File: src/rtl/pdct_pkg.sv
package pdct_pkg;

    // Counter width; the bus read data carries its low 16 bits
    localparam int COUNT_WIDTH = 16;
    localparam int RDATA_WIDTH = 16;

    // Item kinds
    localparam logic [1:0] FUNC_READ  = 2'd0;
    localparam logic [1:0] FUNC_WRITE = 2'd1;
    localparam logic [1:0] FUNC_TICK  = 2'd2;

    // Access widths
    localparam logic [1:0] SIZE_WORD = 2'd2;

    // Result status codes
    localparam logic [1:0] ST_OK          = 2'd0;
    localparam logic [1:0] ST_MISALIGNED  = 2'd1;
    localparam logic [1:0] ST_UNMAPPED    = 2'd2;
    localparam logic [1:0] ST_UNPERMITTED = 2'd3;

    // Register indexes (address bits 3:2)
    localparam logic [1:0] REG_LOAD    = 2'd0;
    localparam logic [1:0] REG_COUNTER = 2'd1;
    localparam logic [1:0] REG_CONTROL = 2'd2;
    localparam logic [1:0] REG_CLEAR   = 2'd3;

    // Control register bit positions
    localparam int CTRL_ENABLE   = 7;
    localparam int CTRL_PERIODIC = 6;
    localparam int CTRL_PSEL_LO  = 2;

    // Prescale selects
    localparam logic [1:0] PSEL_DIV1  = 2'd0;
    localparam logic [1:0] PSEL_DIV16 = 2'd1;

    typedef struct packed {
        logic [1:0]  func;
        logic [31:0] addr;
        logic [31:0] wdata;
        logic [1:0]  access_size;
    } t_in_item;

    typedef struct packed {
        logic [RDATA_WIDTH-1:0] rdata;
        logic [1:0]             status;
        logic                   irq;
    } t_out_item;

    // Decoded access from the check stage to the timer core
    typedef struct packed {
        logic       rd;
        logic       wr;
        logic       tick;
        logic [1:0] sel;
        logic [1:0] status;
    } t_dec;

endpackage

File: src/rtl/pdct_check.sv
module pdct_check (
    input  pdct_pkg::t_in_item i_item,
    output pdct_pkg::t_dec     o_dec
);
    import pdct_pkg::*;

    logic w_bus;
    logic [1:0] w_status;

    // Check width, then alignment, then range
    always_comb begin
        w_bus = (i_item.func == FUNC_READ) || (i_item.func == FUNC_WRITE);
        w_status = ST_OK;
        if (w_bus) begin
            priority if (i_item.access_size != SIZE_WORD) begin
                w_status = ST_UNPERMITTED;
            end else if (i_item.addr[1:0] != 2'd0) begin
                w_status = ST_MISALIGNED;
            end else if (i_item.addr[31:4] != 28'd0) begin
                w_status = ST_UNMAPPED;
            end else begin
                w_status = ST_OK;
            end
        end
    end

    assign o_dec.status = w_status;
    assign o_dec.rd     = (i_item.func == FUNC_READ)  && (w_status == ST_OK);
    assign o_dec.wr     = (i_item.func == FUNC_WRITE) && (w_status == ST_OK);
    assign o_dec.tick   = (i_item.func == FUNC_TICK);
    assign o_dec.sel    = i_item.addr[3:2];

endmodule

File: src/rtl/pdct_core.sv
module pdct_core (
    input  logic                i_clk,
    input  logic                i_rst_n,
    input  logic                i_adv,
    input  pdct_pkg::t_in_item  i_item,
    input  pdct_pkg::t_dec      i_dec,
    output pdct_pkg::t_out_item o_res
);
    import pdct_pkg::*;

    logic [COUNT_WIDTH-1:0] r_reload;
    logic [COUNT_WIDTH-1:0] r_count;
    logic                   r_enable;
    logic                   r_periodic;
    logic [1:0]             r_psel;
    logic [7:0]             r_pcount;
    logic                   r_irq;

    logic [COUNT_WIDTH-1:0] n_reload;
    logic [COUNT_WIDTH-1:0] n_count;
    logic                   n_enable;
    logic                   n_periodic;
    logic [1:0]             n_psel;
    logic [7:0]             n_pcount;
    logic                   n_irq;

    logic [7:0]             w_div_m1;
    logic [COUNT_WIDTH-1:0] w_count_dec;
    logic [RDATA_WIDTH-1:0] w_rdata;

    // Prescaler terminal count; select 3 behaves as divide by 256
    always_comb begin
        unique case (r_psel)
            PSEL_DIV1:  w_div_m1 = 8'd0;
            PSEL_DIV16: w_div_m1 = 8'd15;
            default:    w_div_m1 = 8'd255;
        endcase
    end

    assign w_count_dec = r_count - COUNT_WIDTH'(1);

    // Next state for the item under way
    always_comb begin
        n_reload   = r_reload;
        n_count    = r_count;
        n_enable   = r_enable;
        n_periodic = r_periodic;
        n_psel     = r_psel;
        n_pcount   = r_pcount;
        n_irq      = r_irq;
        if (i_dec.wr) begin
            unique case (i_dec.sel)
                REG_LOAD: begin
                    n_reload = i_item.wdata[COUNT_WIDTH-1:0];
                    n_count  = i_item.wdata[COUNT_WIDTH-1:0];
                end
                REG_CONTROL: begin
                    n_enable   = i_item.wdata[CTRL_ENABLE];
                    n_periodic = i_item.wdata[CTRL_PERIODIC];
                    n_psel     = i_item.wdata[CTRL_PSEL_LO+1:CTRL_PSEL_LO];
                    n_pcount   = 8'd0;
                end
                REG_CLEAR: begin
                    n_irq = 1'b0;
                end
                default: begin
                end
            endcase
        end else if (i_dec.tick && r_enable) begin
            if (r_pcount < w_div_m1) begin
                n_pcount = r_pcount + 8'd1;
            end else begin
                n_pcount = 8'd0;
                // Advance the counter; on reaching zero reload or roll over
                if (w_count_dec == '0) begin
                    if (r_periodic) begin
                        n_count = r_reload;
                        n_irq   = 1'b1;
                    end else begin
                        n_count = '1;
                    end
                end else begin
                    n_count = w_count_dec;
                end
            end
        end
    end

    // Read mux
    always_comb begin
        w_rdata = '0;
        if (i_dec.rd) begin
            unique case (i_dec.sel)
                REG_LOAD:    w_rdata = RDATA_WIDTH'(r_reload);
                REG_COUNTER: w_rdata = RDATA_WIDTH'(r_count);
                REG_CONTROL: w_rdata = {8'd0, r_enable, r_periodic, 2'd0, r_psel, 2'd0};
                default:     w_rdata = '0;
            endcase
        end
    end

    // Commit state when the item moves to the result register
    always_ff @(posedge i_clk) begin
        if (!i_rst_n) begin
            r_reload   <= '0;
            r_count    <= '0;
            r_enable   <= 1'b0;
            r_periodic <= 1'b0;
            r_psel     <= 2'd0;
            r_pcount   <= 8'd0;
            r_irq      <= 1'b0;
        end else if (i_adv) begin
            r_reload   <= n_reload;
            r_count    <= n_count;
            r_enable   <= n_enable;
            r_periodic <= n_periodic;
            r_psel     <= n_psel;
            r_pcount   <= n_pcount;
            r_irq      <= n_irq;
        end
    end

    assign o_res.rdata  = w_rdata;
    assign o_res.status = i_dec.status;
    assign o_res.irq    = n_irq;

endmodule

File: src/rtl/prescaled_down_counter_timer.sv
// The result passes through the input register, then the result register;
// the decode and counter update sit between the two registers.
// Throughput: one item per cycle while the receiver takes results; the timer
// state updates as each item moves into the result register, so back-to-back
// items see each other.
// Reset (i_rst_n low, synchronous) clears all timer registers, the interrupt
// and both valid flags.
module prescaled_down_counter_timer (
    input  logic                i_clk,
    input  logic                i_rst_n,
    input  logic                i_in_valid,
    output logic                o_in_ready,
    input  pdct_pkg::t_in_item  i_in_item,
    output logic                o_out_valid,
    input  logic                i_out_ready,
    output pdct_pkg::t_out_item o_out_item
);
    import pdct_pkg::*;

    logic      r_in_valid;
    t_in_item  r_in_item;
    logic      r_out_valid;
    t_out_item r_out_item;

    logic      w_adv;
    t_dec      w_dec;
    t_out_item w_res;

    // Move the held item on when the result register is free or drains
    assign w_adv      = r_in_valid && (!r_out_valid || i_out_ready);
    assign o_in_ready = !r_in_valid || w_adv;

    pdct_check u_check (
        .i_item (r_in_item),
        .o_dec  (w_dec)
    );

    pdct_core u_core (
        .i_clk   (i_clk),
        .i_rst_n (i_rst_n),
        .i_adv   (w_adv),
        .i_item  (r_in_item),
        .i_dec   (w_dec),
        .o_res   (w_res)
    );

    // Valid flags
    always_ff @(posedge i_clk) begin
        if (!i_rst_n) begin
            r_in_valid  <= 1'b0;
            r_out_valid <= 1'b0;
        end else begin
            if (o_in_ready) begin
                r_in_valid <= i_in_valid;
            end
            if (w_adv) begin
                r_out_valid <= 1'b1;
            end else if (i_out_ready) begin
                r_out_valid <= 1'b0;
            end
        end
    end

    // Payload registers
    always_ff @(posedge i_clk) begin
        if (o_in_ready && i_in_valid) begin
            r_in_item <= i_in_item;
        end
        if (w_adv) begin
            r_out_item <= w_res;
        end
    end

    assign o_out_valid = r_out_valid;
    assign o_out_item  = r_out_item;

endmodule

File: config.mk
export PLATFORM = sky130hd
export DESIGN_NAME = prescaled_down_counter_timer
export DESIGN_NICKNAME = d
export VERILOG_FILES = /design/src/rtl/pdct_pkg.sv /design/src/rtl/pdct_check.sv /design/src/rtl/pdct_core.sv /design/src/rtl/prescaled_down_counter_timer.sv
export SDC_FILE = /design/constraint.sdc
export NUM_CORES = 1
export LEC_CHECK = 0
export BUFFER_PORTS_ARGS = -buffer_cell sky130_fd_sc_hd__buf_4
export CAP_MARGIN = 15
export CORE_ASPECT_RATIO = 1.2
export CORE_UTILIZATION = 40
export CTS_CLUSTER_DIAMETER = 150
export DETAILED_ROUTE_END_ITERATION = 10
export GPL_TIMING_DRIVEN = 0
export SLEW_MARGIN = 20
export SYNTH_ARGS = -nofsm -noshare
export SYNTH_HDL_FRONTEND = slang
export SYNTH_SLANG_ARGS = --single-unit
File: constraint.sdc
create_clock -name i_clk -period 4.45 [get_ports i_clk]
set_input_delay 0.89 -clock i_clk [delete_from_list [all_inputs] [get_ports i_clk]]
set_output_delay 0.89 -clock i_clk [all_outputs]
set_load 0.05 [all_outputs]
# Word level (Yosys, flattened, before mapping)
# Index checks and enable logic that the tools add are counted.
# classes
n_lt_le_gt_ge,1
n_mux,24
reduce_logical,23
n_eq_ne,10
add_sub_neg,2
# ops
cell,n
16-bit 2-to-1 mux,6
16-bit one-hot mux with 3 select lines,1
8-bit 2-to-1 mux,4
28-bit nonzero test,1
16-bit logical NOT,1
8-bit one-hot mux with 2 select lines,1
"16-bit by 1-bit subtractor with 16-bit output, second input constant",1
3-bit AND reduction,3
"8-bit by 1-bit adder with 8-bit output, second input constant",1
2-bit logical NOT,4
8-bit < comparator,1
1-bit 2-to-1 mux,8
2-bit 2-to-1 mux,4
"2-bit by 1-bit == test with 1-bit output, second input constant",3
"2-bit == test, second input constant",3
2-bit nonzero test,3
1-bit logical AND,5
"2-bit by 1-bit inequality test with 1-bit output, second input constant",2
"2-bit inequality test, second input constant",2
4-bit AND reduction,1
1-bit logical OR,3
1-bit logical NOT,2
# word_totals
output_inout_bits,21
register_bits,118
in_bits,72
wordCells,76

# Logic depth before layout (Yosys ltp)
# Gate-level depths: netlist (run 1).
# depth
depth_word,9
ltp_mapped,12
depth_no_buf,9

# Hierarchy
# From an unflattened synthesis (run 1), not the netlist that was laid out.
# hier_totals
hier_cells,518
area_unflattened_um2,5883.1
# by_module_without_submodules
module,cells_per_inst,seq_area_each_um2,area_per_inst_um2,instances
pdct_core,400,900.9,3012.9,1
prescaled_down_counter_timer,96,2652.5,2716.4,1
pdct_check,22,0.0,153.9,1

# Worst setup path before layout (run 1)
# No wires, ideal clock.
# synth_path
kind,input to register
startpoint,in i_out_ready
endpoint,reg r_in_item[0] (netlist bit) (enable)
slack_ns,1.387
arrival_ns,2.648
n_path_buf,0
required_time_ns,4.035
stages,3
setup_ns,0.415
cell_sequence,nor2b_1 > nand2_1 > and2_1
# synth_via
elab_chain_cells,4
# synth_lines
element,line_no,rtl
from (decl),prescaled_down_counter_timer.sv:15,"input logic i_out_ready,"
1-bit logical OR,prescaled_down_counter_timer.sv:30,assign w_adv = r_in_valid && (!r_out_valid || i_out_ready);
1-bit logical AND,prescaled_down_counter_timer.sv:30,
1-bit logical OR,prescaled_down_counter_timer.sv:31,assign o_in_ready = !r_in_valid || w_adv;
net o_in_ready,prescaled_down_counter_timer.sv:12,"output logic o_in_ready,"
1-bit logical AND,prescaled_down_counter_timer.sv:66,if (o_in_ready && i_in_valid) begin
to (signal assigned),prescaled_down_counter_timer.sv:67,r_in_item <= i_in_item;
to (decl),prescaled_down_counter_timer.sv:21,t_in_item r_in_item;
# The timed path passes the listed nets, and every way through them passes these cells.
# A chain may end at the register's enable or synchronous reset.

# Worst setup path after layout (run 1)
# layout_path
startpoint,reg r_in_item[0] (netlist bit)
endpoint,reg u_core.r_count[10]
# layout_via
elab_chain_cells,7
elab_cells_between_ends,10
cone_classes,eq/ne: 3; mux: 3; reduce/logical: 4
# layout_lines
element,line_no,rtl
2-bit inequality test *,pdct_check.sv:15,priority if (i_item.access_size != SIZE_WORD) begin
2-bit 2-to-1 mux *,pdct_check.sv:15,
2-bit 2-to-1 mux *,pdct_check.sv:14,if (w_bus) begin
2-bit logical NOT *,pdct_check.sv:29,assign o_dec.wr = (i_item.func == FUNC_WRITE) && (w_status == ST_OK);
1-bit logical AND *,pdct_check.sv:29,
2-bit by 1-bit inequality test with 1-bit output (no source line) (tied with other cells),--,
4-bit AND reduction (no source line),--,
to (signal assigned),pdct_core.sv:114,r_count <= n_count;
to (decl),pdct_core.sv:12,logic [COUNT_WIDTH-1:0] r_count;
# Mark *: on every way between the ends. The rest lies on a longest branch, timed or not.

==> impl_metrics.py, run 1 <==
metrics = {
    "run_status": {
        "status": "finished clean",
    },
    "layout": {
        "drive_gt1_frac": 0.217,
        "antenna_cells": 0,
        "syn_to_final_growth_pct": 25.7,
        "stdcell_count": 759,
        "nets": 664,
    },
    "sta": {
        "worst_pin_slew_ns": 0.783,
        "rsz0062_at_grt": "false",
        "slew_violations": 0,
        "setup_viol": 0,
        "finalSetupTns_ns": 0,
        "slew_headroom": 0.477,
        "clock_skew_ns": 0.00610,
        "min_period_ns": 3.21,
        "fmax_mhz": 311,
        "finalHoldViolations": 0,
        "finalCritPeriodShare": 0.722,
    },
    "placement": {
        "dp_hpwl_um": 8770,
        "placed_cells": 727,
        "place_congestion": 0.874,
        "io_buffers": 75,
    },
    "yosys": {
        "async_flop_share": 0,
        "synth_seq_area_share": 0.576,
        "synth-xor-area-share": 0.0279,
        "synth_top_cell_by_area": "edfxtp_1",
        "synthTopCellsByArea": "edfxtp_1 (40%), dfxtp_1 (18%), nand2_1 (4.0%), mux2i_1 (3.8%), nor2_1 (3.5%)",
        "synthSimpleGateAreaFrac": 0.166,
        "synth-edff-count": 71,
        "netlist_instances": 487,
        "yosysTopAreaCellShare": 0.399,
        "synth_most_common_cell": "edfxtp_1",
        "ys.flop_type": "edfxtp_1",
        "synth_fa_ha_area_frac": 0.0234,
        "ys_warn_count": 0,
        "synth_top_family_by_area": "simple AND/OR/NAND/NOR gates",
        "synth_seq_cells": 118,
        "synth_cell_types": 49,
        "syn_nets": 569,
        "synth_area_per_cell_um2": 11.0,
        "synth_compound_area_frac": 0.134,
        "post_synth_mux_area_share": 0.0375,
        "synth_commonest_cells": "edfxtp_1 (71), nand2_1 (57), nor2_1 (50)",
        "syn_area_um2": 5340,
    },
    "cts": {
        "h-tree-depth": 4,
        "cts_resized": 0,
        "clkTransAtPathRegs_ns": 0.06,
        "postCtsSetupRepairBufs": 0,
        "clock_path_buffers": 2,
        "cts.sinks": 118,
        "clock_latency_ns": 0.41,
        "cts_tree": "built",
        "cts-hold-fix-buffers": 0,
        "ctsRootBufferMaster": "clkbuf_16",
        "numCtsBuffers": 17,
    },
    "power_and_ir_drop": {
        "p_switching_mw": 0.596,
        "power.density_nw_per_um2": 395,
        "p_total_mw": 2.65,
        "ir_worst_vdd_uv": 256,
        "pwr-share-comb": 0.049,
        "seq_power_share": 0.459,
        "internal_power_mw": 2.05,
        "clkPwrFrac": 0.491,
        "p_sw_frac": 0.225,
        "p_leak_nw": 2.48,
    },
    "setup_path": {
        "start_kind": "flip-flop",
        "worst_path_largest_cell_delay_ns": 0.71,
        "path_max_fanout": 10,
        "critPathKind": "reg2reg",
        "cpMaxStageDelayCell": "or4b_2",
        "crit_path_cell_trace": "or4b_2, nor3_1, nand4_1, a22oi_1, buf_2, buf_2, a31oi_1",
        "endpoint_kind": "flip-flop",
        "cpMostUsedCell": "buf_2",
        "crit_buf_inv": 2,
        "path_delay_family": "simple AND/OR/NAND/NOR gates",
        "cp.required_ns": 4.73,
        "arrival_ns": 3.49,
    },
    "floorplan": {
        "coreArea_um2": 12800,
        "die_area_um2": 13800,
        "die_h_um": 129,
        "initial_core_util": 0.416,
        "rows": 45,
        "io_pins": 93,
        "fp.dieW_um": 107,
    },
    "detailed_routing": {
        "firstDrtPassIters": 5,
        "antenna_left": 0,
        "postRouteWirelength_um": 11900,
        "wl_per_cell_um": 15.7,
        "post-route-drc-count": 0,
        "drt-vias-per-instance": 5.27,
        "vias": 4001,
        "drt-initial-drc-count": 230,
    },
    "global_routing": {
        "grt_pass1_vias": 3942,
        "antenna_found_initial": 0,
        "grt-ovfl-total": 0,
        "grt_pass1_wl_um": 19600,
        "grt_max_degree": 30,
        "grt_util_all_layers": 0.187,
    },
    "min_path": {
        "hold_path_class": "reg2reg",
    },
    "flow_run": {
        "drv_cap": 0,
    },
}
flip-flops by register name (all words and copies together), names as in the netlist, 2 cells and up:
name / flops
o_out_item: 19
r_in_item: 52
u_core.r_count: 16
u_core.r_pcount: 8
u_core.r_psel: 2
u_core.r_reload: 16
power by group through the flow:
stage	clock network (mW)	registers, mW	logic [mW]
2_1_floorplan	0	1.27	0.0357
3_3_place_gp	0	1.24	0.128
3_5_place_dp	0	1.24	0.132
4_1_cts	1.32	1.22	0.132
5_1_grt	1.37	1.22	0.140
6_report	1.30	1.22	0.130
placed cells by master (no fill, tap or decap), drive strengths merged, types with 7 or more instances in the layout:
master,n
o21ai,15
o211ai,11
nor2b,7
clkbuf,42
a21boi,20
a31oi,9
nor4,11
mux2i,20
clkinv,8
ha,10
dfxtp,47
xor2,7
nor2,50
xnor2,10
o311ai,7
nand4,9
a21oi,11
nand2b,9
edfxtp,71
buf,85
inv,11
nor3,11
nand2,57
layer usage:
layer,track usage,vias up,share of wire
met5,0,-,0
met4,0.0790,0,0.020
met3,0.0502,17,0.060
met2,0.304,149,0.48
met1,0.234,1848,0.44
li1,-,1987,-
worst min-delay path, delay by kind of cell (launching register included):
family             cells  cell delay (ns)
AOI/OAI and AO/OA      2             0.13
DFF                    1             0.31
layout make-up:
type | instances | area [um^2]
inverters | 10 | 37.5
clock inverters | 12 | 93.8
flip-flops and latches | 118 | 3070
multi-input cells | 328 | 2080
repair buffers | 76 | 583
plain buffers | 31 | 153
well taps | 164 | 205
clock buffers | 20 | 489
fillers | 1166 | 6130
path summary, 6_finish.rpt:
kind / start / end / slack [ns] / cells past startpoint
worst max-delay path: r_in_item[0] / u_core.r_count[10] / 1.24 / 7
worst min-delay path: u_core.r_pcount[7] / u_core.r_pcount[7] / 0.49 / 2
worst max register to register: r_in_item[0] / u_core.r_count[10] / 1.24 / 7
worst min register to register: u_core.r_pcount[7] / u_core.r_pcount[7] / 0.49 / 2
logic make-up after synthesis:
| kind of cell | Yosys count |
|---|---|
| AO/OA/AOI/OAI | 97 |
| XOR/XNOR | 17 |
| adder cells (fa/ha/maj) | 10 |
| buffers and inverters | 41 |
| flip-flops | 118 |
| multiplexers | 20 |
| AND/OR/NAND/NOR | 184 |
through the flow:
step                      worst slack (ns)  cell area [um^2]  utilization  hold slack, ns
after floorplan                       1.39              5340            -           0.453
after detailed placement             0.992              6130        0.477           0.484
after global placement                1.04              6110        0.476           0.476
after CTS                             1.21              6710        0.523           0.490
after global routing                 0.955              6710        0.523           0.518
final                                 1.24              6710        0.523           0.489
(Power assumes the default switching activity.)
==> run 2, diff against run 1 <==
==> constraint.sdc (replaced) <==
create_clock -name i_clk -period 3.03 [get_ports i_clk]
set_input_delay 0.606 -clock i_clk [delete_from_list [all_inputs] [get_ports i_clk]]
set_output_delay 0.606 -clock i_clk [all_outputs]
set_load 0.05 [all_outputs]
==> run 2 against run 1 <==
  * Global-route usage barely moved
  * Non-clock buffer count is the same
  * Sequential cell count stayed put
  * Fmax rose by 10%
  * Routed wire length shrank 0.28%
  * Final cell count is the same
==> impl_metrics.py, run 2 (same netlist as run 1, synthesis figures left out) <==
metrics = {
    "detailed_routing": {
        "wl_per_cell_um": 15.6,
        "post-route-drc-count": 0,
        "drt-initial-drc-count": 248,
        "postRouteWirelength_um": 11900,
        "drt-vias-per-instance": 5.24,
        "top_layer_used": "met4",
        "firstDrtPassIters": 5,
        "met3_wirelength_um": 675,
        "wl_met2_um": 5650,
        "antenna_left": 0,
        "vias": 3976,
        "wl_met1_um": 5290,
    },
    "cts": {
        "clock_path_buffers": 2,
        "clkTransAtPathRegs_ns": 0.06,
        "ctsRootBufferMaster": "clkbuf_16",
        "clock_latency_ns": 0.41,
        "h-tree-depth": 4,
        "cts.sinks": 118,
        "numCtsBuffers": 17,
        "cts_tree": "built",
    },
    "layout": {
        "final_area_um2": 6760,
        "stdcell_count": 759,
        "syn_to_final_growth_pct": 26.6,
        "layout_commonest_cell": "buf_4",
        "drive_gt1_frac": 0.227,
        "largest_reg_flops": 52,
        "final_util": 0.526,
        "nets": 664,
        "antenna_cells": 0,
        "final_cell_mix": "buf_4 (76), edfxtp_1 (71), nand2_1 (57)",
        "regMostFlops": "r_in_item",
    },
    "sta": {
        "clock_skew_ns": 0.00700,
        "rsz0062_at_grt": "false",
        "min_period_ns": 2.91,
        "fmax_mhz": 343,
        "worst_pin_slew_ns": 0.791,
        "worst_slack_ns": 0.116,
        "finalHoldViolations": 0,
        "finalSetupTns_ns": 0,
        "whs_ns": 0.366,
        "slew_headroom": 0.472,
        "finalCritPeriodShare": 0.962,
        "slew_violations": 0,
        "setup_viol": 0,
    },
    "global_routing": {
        "grt-ovfl-total": 0,
        "grt_pass1_wl_um": 19700,
        "grt_max_degree": 30,
        "grt_util_all_layers": 0.187,
        "grt_pass1_vias": 3945,
        "antenna_found_initial": 0,
    },
    "power_and_ir_drop": {
        "p_total_mw": 3.89,
        "ir_worst_vdd_uv": 376,
        "p_leak_nw": 2.49,
        "p_switching_mw": 0.871,
        "pwr-share-comb": 0.049,
        "internal_power_mw": 3.02,
        "clkPwrFrac": 0.491,
        "seq_power_share": 0.460,
        "power.density_nw_per_um2": 575,
        "p_sw_frac": 0.224,
    },
    "floorplan": {
        "die_area_um2": 13800,
        "initial_core_util": 0.416,
        "coreArea_um2": 12800,
        "fp.dieW_um": 107,
        "die_h_um": 129,
        "rows": 45,
        "io_pins": 93,
    },
    "flow_run": {
        "drv_cap": 0,
    },
    "setup_path": {
        "path_max_fanout": 10,
        "start_kind": "flip-flop",
        "cp.required_ns": 3.32,
        "endpoint_kind": "flip-flop",
        "cpMaxStageDelayCell": "or4_4",
        "crit_path_cell_trace": "buf_6, inv_1, ha_2, or3b_4, o32a_1, o32a_1, or4_4, buf_6, buf_6, o311ai_1, a31oi_1",
        "cpMostUsedCell": "buf_6",
        "critPathKind": "reg2reg",
        "arrival_ns": 3.20,
        "worst_path_largest_cell_delay_ns": 0.51,
    },
    "run_status": {
        "status": "finished clean",
    },
    "min_path": {
        "hold_path_class": "in2reg",
    },
    "placement": {
        "dp_hpwl_um": 8770,
        "placed_cells": 727,
        "place_area_um2": 6130,
        "io_buffers": 75,
        "place_congestion": 0.874,
        "place_ws_ns": -0.193,
    },
}
[run 2: worst max-delay path: cells and delay by family, from the launching register on]
kind,cells,cell delay [ns]
flip-flops,1,0.32
adder cells (fa/ha/maj),1,0.18
AND/OR/NAND/NOR,2,0.91
AO/OA/AOI/OAI,4,0.88
buffers and inverters,4,0.50
[run 2: cell type report]
type                            count  area [um^2]
Clock inverter                     12         93.8
Timing Repair Buffer               77          591
Inverter                           10         37.5
Tap cell                          164          205
Fill cell                        1160         6080
Sequential cell                   118         3070
Multi-Input combinational cell    328         2110
Clock buffer                       20          489
Buffer                             30          155
[run 2: routing by layer]
metal | track usage | vias up
li1 | - | 1990
met3 | 0.0502 | 18
met5 | 0 | -
met2 | 0.306 | 140
met4 | 0.0790 | 0
met1 | 0.234 | 1828
[run 2: timing repair]
action,4_1_cts,5_1_grt
buffers inserted,1,0
resized for setup,4,5
hold buffers,0,0
setup endpoints to repair,16,12
pin swaps,1,1
[run 2: final timing paths]
check	slack, ns	start	cells past startpoint	endpoint
max reg2reg	0.12	u_core.r_count[0]	11	u_core.r_count[11]
min	0.37	i_in_item[59]	1	r_in_item[59]
max	0.12	u_core.r_count[0]	11	u_core.r_count[11]
min reg2reg	0.49	u_core.r_pcount[7]	2	u_core.r_pcount[7]
[run 2: power groups by stage]
| stage | Clock [mW] | Sequential, mW | Combinational (mW) |
|---|---|---|---|
| 2_1_floorplan | 0 | 1.86 | 0.0524 |
| 3_3_place_gp | 0 | 1.82 | 0.188 |
| 3_5_place_dp | 0 | 1.82 | 0.194 |
| 4_1_cts | 1.95 | 1.79 | 0.194 |
| 5_1_grt | 2.01 | 1.79 | 0.205 |
| 6_report | 1.91 | 1.79 | 0.191 |
==> run 3, diff against run 2 <==
--- a/config.mk
+++ b/config.mk
@@ -8,7 +8,7 @@
 export BUFFER_PORTS_ARGS = -buffer_cell sky130_fd_sc_hd__buf_4
 export CAP_MARGIN = 15
 export CORE_ASPECT_RATIO = 1.2
-export CORE_UTILIZATION = 40
+export CORE_UTILIZATION = 38
 export CTS_CLUSTER_DIAMETER = 150
 export DETAILED_ROUTE_END_ITERATION = 10
 export GPL_TIMING_DRIVEN = 0
==> constraint.sdc (replaced) <==
create_clock -name i_clk -period 3.27 [get_ports i_clk]
set_input_delay 0.654 -clock i_clk [delete_from_list [all_inputs] [get_ports i_clk]]
set_output_delay 0.654 -clock i_clk [all_outputs]
set_load 0.05 [all_outputs]
==> run 3 against run 2 <==
  * Routed wire length grew 0.51%
  * Hold slack better by 0.058 ns
  * Critical path depth unchanged
  * Combinational power decreased by 7%
  * Sequential cell count unchanged
  * Sequential power is 7% lower
  * First-iteration DRC count shrank 0.81%
  * Setup slack gained 0.029 ns
  * Largest power group unchanged
  * Highest routed layer unchanged
==> impl_metrics.py, run 3 (same netlist as run 1, synthesis figures left out) <==
metrics = {
    "cts": {
        "clock_latency_ns": 0.40,
        "cts-hold-fix-buffers": 0,
        "h-tree-depth": 4,
        "clkTransAtPathRegs_ns": 0.05,
        "numCtsBuffers": 17,
        "cts.sinks": 118,
        "ctsRootBufferMaster": "clkbuf_16",
        "clock_path_buffers": 2,
        "cts_tree": "built",
    },
    "setup_path": {
        "endpoint": "u_core.r_count[1]",
        "r2r_end": "u_core.r_count[1]",
        "crit_path_cell_trace": "buf_6, inv_1, ha_1, or3b_2, o32a_1, o32a_1, or4_1, buf_2, buf_6, o311ai_1, a31oi_1",
        "path_max_fanout": 10,
        "path_delay_family": "simple AND/OR/NAND/NOR gates",
        "cp.required_ns": 3.54,
        "worstReg2RegStart": "u_core.r_count[0]",
        "critPathKind": "reg2reg",
        "arrival_ns": 3.40,
        "cpMaxStageDelayCell": "or3b_2",
        "start_kind": "flip-flop",
        "crit_buf_inv": 4,
        "reg2regPathDepth": 11,
        "endpoint_kind": "flip-flop",
        "worst_path_largest_cell_delay_ns": 0.51,
        "r2r_setup_slack_ns": 0.15,
        "critPathLaunch": "u_core.r_count[0]",
        "cp_num_cells": 11,
    },
    "detailed_routing": {
        "vias": 4012,
        "drt-initial-drc-count": 246,
        "wl_per_cell_um": 15.6,
        "antenna_left": 0,
        "firstDrtPassIters": 5,
        "drt-vias-per-instance": 5.23,
        "postRouteWirelength_um": 11900,
        "post-route-drc-count": 0,
    },
    "global_routing": {
        "grt-ovfl-total": 0,
        "grt_util_met1": 0.218,
        "grt_pass1_wl_um": 19500,
        "met2_usage": 0.286,
        "grt_max_degree": 37,
        "top_usage_layer": "met2",
        "grtUsageMet3": 0.0479,
        "grt_util_all_layers": 0.175,
        "grt_pass1_vias": 4002,
        "antenna_found_initial": 0,
    },
    "sta": {
        "finalHoldViolations": 0,
        "worst_slack_ns": 0.145,
        "rsz0062_at_grt": "false",
        "setup_viol": 0,
        "finalCritPeriodShare": 0.956,
        "min_period_ns": 3.12,
        "slew_violations": 0,
        "clock_skew_ns": 0.00642,
        "slew_headroom": 0.478,
        "finalSetupTns_ns": 0,
        "worst_pin_slew_ns": 0.782,
        "fmax_mhz": 320,
    },
    "layout": {
        "fillers": 1270,
        "antenna_cells": 0,
        "layout_commonest_cell": "buf_4",
        "final_cell_mix": "buf_4 (76), edfxtp_1 (71), nand2_1 (57)",
        "final_area_um2": 6700,
        "largest_reg_flops": 52,
        "regMostFlops": "r_in_item",
        "drive_gt1_frac": 0.211,
        "nets": 665,
        "syn_to_final_growth_pct": 25.5,
    },
    "run_status": {
        "status": "finished clean",
    },
    "placement": {
        "place_ws_ns": 0.0718,
        "dp_hpwl_um": 8840,
        "place_area_um2": 6140,
        "io_buffers": 75,
        "place_congestion": 0.856,
    },
    "floorplan": {
        "initial_core_util": 0.388,
        "rows": 47,
        "die_h_um": 132,
        "fp.dieW_um": 110,
        "io_pins": 93,
        "die_area_um2": 14500,
        "coreArea_um2": 13800,
    },
    "power_and_ir_drop": {
        "p_leak_nw": 2.47,
        "ir_worst_vdd_uv": 339,
        "power.density_nw_per_um2": 533,
    },
    "min_path": {
        "hold_start": "i_in_item[50]",
        "hold_path_class": "in2reg",
    },
    "flow_run": {
        "drv_cap": 0,
    },
}
run 3: cell type report:
cell class	instances	area [um^2]	area share
flip-flops and latches	118	3070	0.459
well taps	171	214	0.0319
plain buffers	31	154	0.0230
repair buffers	77	591	0.0881
clock buffers	22	444	0.0663
clock inverters	10	106	0.0159
multi-input cells	328	2080	0.311
inverters	10	37.5	0.00560
run 3: per-layer routing:
metal,wire length [um],vias to the layer above
met5,0,-
met4,243,0
met3,780,15
met2,5870,160
met1,5040,1850
li1,-,1987
run 3: how the worst min path moves through the flow:
stage / end / slack, ns / cells past startpoint
final: r_in_item[50] / 0.42 / 1
after global routing: r_in_item[45] / 0.41 / 1
after CTS: r_in_item[35] / 0.41 / 1
after detailed placement: u_core.r_pcount[7] / 0.49 / 2
after global placement: u_core.r_pcount[7] / 0.48 / 2
after floorplan: u_core.r_reload[2] / 0.45 / 2
run 3: where the power goes:
group / switching [mW] / leakage (nW) / total [mW] / internal [mW]
combinational: 0.102 / 1.15 / 0.178 / 0.0763
sequential: 0.0228 / 1.06 / 1.66 / 1.64
clock: 0.622 / 0.261 / 1.73 / 1.11
total: 0.746 / 2.47 / 3.57 / 2.82
run 3: timing repair:
item / in CTS / in global routing
setup endpoints to repair: 0 / 13
resized for setup: 0 / 3
buffers inserted: 0 / 1
run 3: stage by stage:
step	power, mW	hold WS [ns]	instances	util
6_report	3.57	0.424	767	0.487
5_1_grt	3.68	0.409	767	0.487
4_1_cts	3.60	0.412	766	0.486
3_5_place_dp	1.87	0.489	734	0.446
3_3_place_gp	1.86	0.481	733	0.444
2_1_floorplan	1.78	0.453	487	-
